File: config.mk
export PLATFORM = sky130hd
export DESIGN_NAME = rrts_eval
export DESIGN_NICKNAME = d
export VERILOG_FILES = /design/src/rrts_pkg.sv /design/src/rrts_eval.sv
export SDC_FILE = /design/constraint.sdc
export NUM_CORES = 1
export LEC_CHECK = 0
export BUFFER_PORTS_ARGS = -buffer_cell sky130_fd_sc_hd__buf_2
export CORE_AREA = 5 5 54 80
export CTS_CLUSTER_SIZE = 14
export DETAILED_ROUTE_END_ITERATION = 8
export DIE_AREA = 0 0 59 85
export GPL_ROUTABILITY_DRIVEN = 0
export GPL_TIMING_DRIVEN = 0
export PLACE_DENSITY = 0.9
export RECOVER_POWER = 100
export SLEW_MARGIN = 5
export SYNTH_ARGS = -nofsm -noshare
export SYNTH_HDL_FRONTEND = slang
export SYNTH_SLANG_ARGS = --single-unit
File: constraint.sdc
create_clock -name i_clk -period 3 [get_ports i_clk]
set_input_delay 0.15 -clock i_clk [delete_from_list [all_inputs] [get_ports i_clk]]
set_output_delay 0.15 -clock i_clk [all_outputs]
set_load 0.01 [all_outputs]
File: src/rrts_pkg.sv
// Shared types and codes for the round-robin thread scheduler.
// Depends on nothing; every other file refers to it by scoped names.
package rrts_pkg;

    localparam int unsigned OP_W   = 3;
    localparam int unsigned TGT_W  = 7;
    localparam int unsigned TIME_W = 32;
    localparam int unsigned KEY_W  = 9;
    localparam int unsigned ST_W   = 3;

    // Request codes
    localparam logic [OP_W-1:0] OP_CREATE   = 3'd0;
    localparam logic [OP_W-1:0] OP_EXIT     = 3'd1;
    localparam logic [OP_W-1:0] OP_JOIN     = 3'd2;
    localparam logic [OP_W-1:0] OP_SLEEP    = 3'd3;
    localparam logic [OP_W-1:0] OP_WAIT_KEY = 3'd4;
    localparam logic [OP_W-1:0] OP_POLL     = 3'd5;

    // Slot status codes
    localparam logic [ST_W-1:0] ST_UNUSED  = 3'd0;
    localparam logic [ST_W-1:0] ST_RUNNING = 3'd1;
    localparam logic [ST_W-1:0] ST_INPUT   = 3'd2;
    localparam logic [ST_W-1:0] ST_SLEEP   = 3'd3;
    localparam logic [ST_W-1:0] ST_JOIN    = 3'd4;
    localparam logic [ST_W-1:0] ST_EXITED  = 3'd5;
    localparam logic [ST_W-1:0] ST_READY   = 3'd6;

    typedef struct packed {
        logic [OP_W-1:0]   op;
        logic [TGT_W-1:0]  target;
        logic [TIME_W-1:0] duration_ms;
        logic [TIME_W-1:0] now_ms;
        logic              key_valid;
        logic [KEY_W-1:0]  key_code;
    } t_req;

    typedef struct packed {
        logic [TGT_W-1:0] running_thread;
        logic             running_valid;
        logic [TGT_W-1:0] new_handle;
        logic [KEY_W-1:0] delivered_key;
        logic             key_delivered;
        logic             table_full;
    } t_rsp;

    // Write enables toward the slot table
    typedef struct packed {
        logic st_en;
        logic wk_en;
        logic jt_en;
    } t_mem_wr;

    // Outcome of evaluating one slot at the end of the search pipeline
    typedef struct packed {
        logic valid;
        logic last;
        logic run;
        logic got_key;
    } t_verdict;

endpackage

File: src/rrts_eval.sv
// Runnable test for one slot per cycle: stage 1 looks at the slot's entry and
// fetches its join target's status, stage 2 decides. Uses rrts_pkg.
module rrts_eval #(
    parameter int unsigned IW = 7,
    parameter int unsigned CW = 8
) (
    input  logic                          i_clk,
    input  logic                          i_rst_n,
    input  logic                          i_flush,
    input  logic                          i_s1_valid,
    input  logic                          i_s1_last,
    input  logic [IW-1:0]                 i_s1_idx,
    input  logic [rrts_pkg::ST_W-1:0]     i_st_q,
    input  logic [rrts_pkg::TIME_W-1:0]   i_wk_q,
    input  logic [rrts_pkg::TGT_W-1:0]    i_jt_q,
    input  logic [rrts_pkg::ST_W-1:0]     i_tg_st_q,
    input  logic [CW-1:0]                 i_count,
    input  logic                          i_slot0_written,
    input  logic [rrts_pkg::TIME_W-1:0]   i_now,
    input  logic                          i_key_valid,
    output logic [IW-1:0]                 o_tg_addr,
    output rrts_pkg::t_verdict            o_verdict,
    output logic [IW-1:0]                 o_idx
);

    localparam int unsigned XW = (CW > rrts_pkg::TGT_W) ? CW : rrts_pkg::TGT_W;

    logic [rrts_pkg::ST_W-1:0] st_eff;
    logic [XW-1:0]             tgt_x;
    logic                      tgt_ok;
    logic                      run;

    logic                      r_s2_valid;
    logic                      r_s2_last;
    logic [IW-1:0]             r_s2_idx;
    logic [rrts_pkg::ST_W-1:0] r_s2_st;
    logic                      r_s2_sleep_ok;
    logic                      r_s2_tgt_ok;

    // Slot 0 reads as running until its entry is first written
    assign st_eff = (i_s1_idx == '0 && !i_slot0_written) ? rrts_pkg::ST_RUNNING : i_st_q;

    // A target at or beyond the fill count was never created and cannot have exited
    assign tgt_x     = XW'(i_jt_q);
    assign o_tg_addr = tgt_x[IW-1:0];
    assign tgt_ok    = (tgt_x < XW'(i_count)) && !(tgt_x == '0 && !i_slot0_written);

    always_ff @(posedge i_clk) begin
        if (!i_rst_n) begin
            r_s2_valid <= 1'b0;
        end else begin
            r_s2_valid <= i_s1_valid && !i_flush;
        end
        r_s2_last     <= i_s1_last;
        r_s2_idx      <= i_s1_idx;
        r_s2_st       <= st_eff;
        r_s2_sleep_ok <= i_now >= i_wk_q;
        r_s2_tgt_ok   <= tgt_ok;
    end

    always_comb begin
        unique case (r_s2_st)
            rrts_pkg::ST_READY: run = 1'b1;
            rrts_pkg::ST_SLEEP: run = r_s2_sleep_ok;
            rrts_pkg::ST_JOIN:  run = r_s2_tgt_ok && (i_tg_st_q == rrts_pkg::ST_EXITED);
            rrts_pkg::ST_INPUT: run = i_key_valid;
            default:            run = 1'b0;
        endcase
    end

    assign o_verdict.valid   = r_s2_valid;
    assign o_verdict.last    = r_s2_last;
    assign o_verdict.run     = run;
    assign o_verdict.got_key = run && (r_s2_st == rrts_pkg::ST_INPUT);
    assign o_idx             = r_s2_idx;

endmodule

After elaboration in Yosys (flattened, before gate mapping)
Index checks and enable logic that the tools add are counted.
Word-level totals
  register bits after elaboration: 14
Operators by class
  $lt $le $gt $ge: 2
  muxes and demuxes: 1
  equality and inequality tests: 5
  reduce and logical (&&, ||, !) cells: 11
Operators by type and width (number)
  $ge 32x32->1: 1
  $eq 3x3->1 const B: 3
  $logic_not 8->1: 1
  $lt 7x8->1: 1
  $logic_not 7->1: 1
  $eq 3x2->1 const B: 2
  $logic_and 1x1->1: 6
  $pmux 1 s4: 1
  $logic_not 1->1: 3

Depth between registers and ports, before layout
  depth in word-level cells: 4
  mapped depth: 7
  mapped depth without buffers: 7

Worst setup path before layout
No wires, ideal clock.
  path kind: in2reg
  start point: input port i_wk_q[19] (netlist name)
  end point: register r_s2_sleep_ok
  setup time: 0.130 ns
  data arrival time: 1.417 ns
  cell stages on the path: 7
  buffers on the path: 0
  slack: 1.453 ns
  data required time: 2.870 ns
  path through: inv_1 > ha_1 > a21oi_2 > o21ai_1 > a221o_1 > a2111oi_2 > o21ai_1
On the way
  longest elaborated chain between the ends: 1
Ends and longest elaborated chain
  from (decl): line rrts_eval.sv:14  | input logic [rrts_pkg::TIME_W-1:0] i_wk_q,
  $ge 32x32->1: line rrts_eval.sv:57  | r_s2_sleep_ok <= i_now >= i_wk_q;
  to (signal assigned): line rrts_eval.sv:57
  to (decl): line rrts_eval.sv:37  | logic r_s2_sleep_ok;
Every way passes these cells.
A chain may end at the register's enable or synchronous reset.

Final worst setup path
  start point: input port i_wk_q[0] (netlist name)
  end point: register r_s2_sleep_ok
Same word-level chain as after synthesis.

==> metrics.cfg <==
[synthesis]
async_reset_ff_frac=0
synth-seq-area-share=0.198
syn_avg_cell_area_um2=8.26
yosysWarnings=0
syn_inst=171
synth_area_um2=1410
synth_top_area_frac=0.337
ys_ff_latch=14
synth-edff-count=0
synth_cell_types=29
synth_fp_nets=308
synth_area_leader_cell=ha_1
synth_common_cells=40 x inv_1, 38 x ha_1, 14 x dfxtp_1
ys.flop_type=dfxtp_1
yosysMostFrequentCell=inv_1
synth_area_leaders=ha_1 34%, dfxtp_1 20%, inv_1 11%

[critical_path]
crit_required_ns=3.10
cpMaxStageDelayCell=a2111oi_0
crit_type=input pin to flop
crit_buf_inv=1
endpoint=r_s2_sleep_ok
worstSetupStartpoint=i_wk_q[0]
crit_cells=7
crit_top_cell=a2111oi_0
critical_path.top_delay_family=compound AO/OA/AOI/OAI gates
crit_path_start_kind=input pin
slowest_delay_ns=0.41
crit_arrival_ns=1.69
setup.worst_path.end_class=flop
worstPathMaxFanout=1
worstPathCellList=buf_2, ha_1, nand2b_1, a2111oi_0, a2111oi_0, nor4b_1, o21ai_0

[timing]
setup_viol=0
fmax_ghz=0.630
hold_viol=0
slew_viol_final=0
rsz0062_at_grt=no
min_period_over_period=0.529
tns_ns=0
worst_slew_pin_slew_ns=0.363
period_needed_ns=1.59
relSlewSlack=0.752

[route]
drt-wirelength-per-cell_um=12.1
drtIter0Drc=32
drt.antenna.violating_nets=0
routed_wl_um=4030
vias=1589
first_pass_iters=4
avgViaCountPerCell=4.76
drcViolationCount=0

[cts]
hold_buffers=0
cts_sinks=14
cts_setup_buffers=0
path_clk_slew_ns=0.06
cts_tree=yes
cts_buffers=3
ctsResizeCount=0
clockRootBuffer=clkbuf_8
htree_levels=1
clock_tree.buffer_depth=2

[finish]
finalInstanceArea_um2=2070
final_nets=429
area_growth_pct=46.8
drive_above_1_share=0.378
antenna_cells=0

[place]
dp_hpwl_um=3850
portBuffers=116
place_area_um2=2050

[floorplan]
ios=117
chipHeight_um=85
initial_core_util=0.394
core_area_um2=3580
chipWidth_um=59
rows=27
die_area_um2=5020

[grt]
grt_pass1_vias=1644
antenna_found_initial=0
grt_max_degree=9
grtUsageTotal=0.156
overflow=0
grt_pass1_wl_um=6270

[power]
p_leak_nw=1.25
max-vdd-ir-drop_v=0.000207
power_density_nw_per_um2=282

[flow_run]
maxCapViolations=0

[run_status]
status=finished, final reports clean

[hold_path]
hp-class=input pin to flop

-- stage by stage --
step | utilization | setup slack, ns | hold slack, ns | cells | power [W]
6_report | 0.579 | 1.41 | 0.00443 | 334 | 0.000585
3_3_place_gp | 0.572 | 1.07 | 0.255 | 330 | 0.000407
4_1_cts | 0.587 | 1.37 | 0.00376 | 334 | 0.000597
3_5_place_dp | 0.572 | 1.11 | 0.256 | 330 | 0.000419
2_1_floorplan | - | 1.45 | 0.178 | 171 | 0.000315
5_1_grt | 0.579 | 1.18 | 0.00832 | 334 | 0.000631
-- power breakdown --
group          total [W]  internal, W  switching, W
registers       0.000202     0.000198    0.00000404
logic           0.000206     0.000113     0.0000925
clock network   0.000178     0.000116     0.0000616
total           0.000585     0.000427      0.000158
-- registers in the layout, indices dropped and copies added, names as in the netlist --
register	count
o_idx	7
r_s2_st	3
r_s2_last	1
r_s2_sleep_ok	1
r_s2_tgt_ok	1
r_s2_valid	1
-- cell type report --
| type | instances | area [um2] |
|---|---|---|
| buffer | 10 | 75.1 |
| clock buffer | 4 | 55.1 |
| fill | 369 | 1510 |
| inverter | 40 | 150 |
| multi-input combinational | 107 | 907 |
| sequential | 14 | 280 |
| tap | 43 | 53.8 |
| timing repair buffer | 116 | 552 |
-- layout by cell type (no fill, tap or decap), types with 5 or more instances in the layout --
| cell type | count |
|---|---|
| nand2_1 | 5 |
| a21oi_1 | 13 |
| clkbuf_1 | 23 |
| ha_1 | 38 |
| a21o_1 | 6 |
| nand4_1 | 5 |
| dfxtp_1 | 14 |
| inv_1 | 40 |
| buf_4 | 10 |
| buf_2 | 93 |
| nand3_1 | 7 |
-- how the worst min path moves through the flow --
stage,start,end,depth (start not counted)
after CTS,i_s1_last,r_s2_last,1
final,i_s1_last,r_s2_last,1
after global routing,i_s1_last,r_s2_last,1
after global placement,i_s1_last,r_s2_last,1
after detailed placement,i_s1_last,r_s2_last,1
after floorplan,i_s1_idx[0],o_idx[0],0
-- routing by layer --
layer / routed length (um) / track usage / up-vias
met5: 0 / 0 / -
met1: 1190 / 0.136 / 689
met3: 295 / 0.0228 / 12
met4: 117 / 0.0763 / 0
li1: - / - / 823
met2: 2430 / 0.321 / 65
-- kinds of logic (layout without fill, tap and decap cells) --
family / count (synthesis) / count (layout) / share of synthesized area
AO/OA/AOI/OAI: 32 / 32 / 0.151
adder cells (fa/ha/maj): 38 / 38 / 0.337
AND/OR/NAND/NOR: 37 / 37 / 0.154
flip-flops: 14 / 14 / 0.198
buffers and inverters: 50 / 170 / 0.159
No activity file was read; power rests on OpenSTA's default activity.
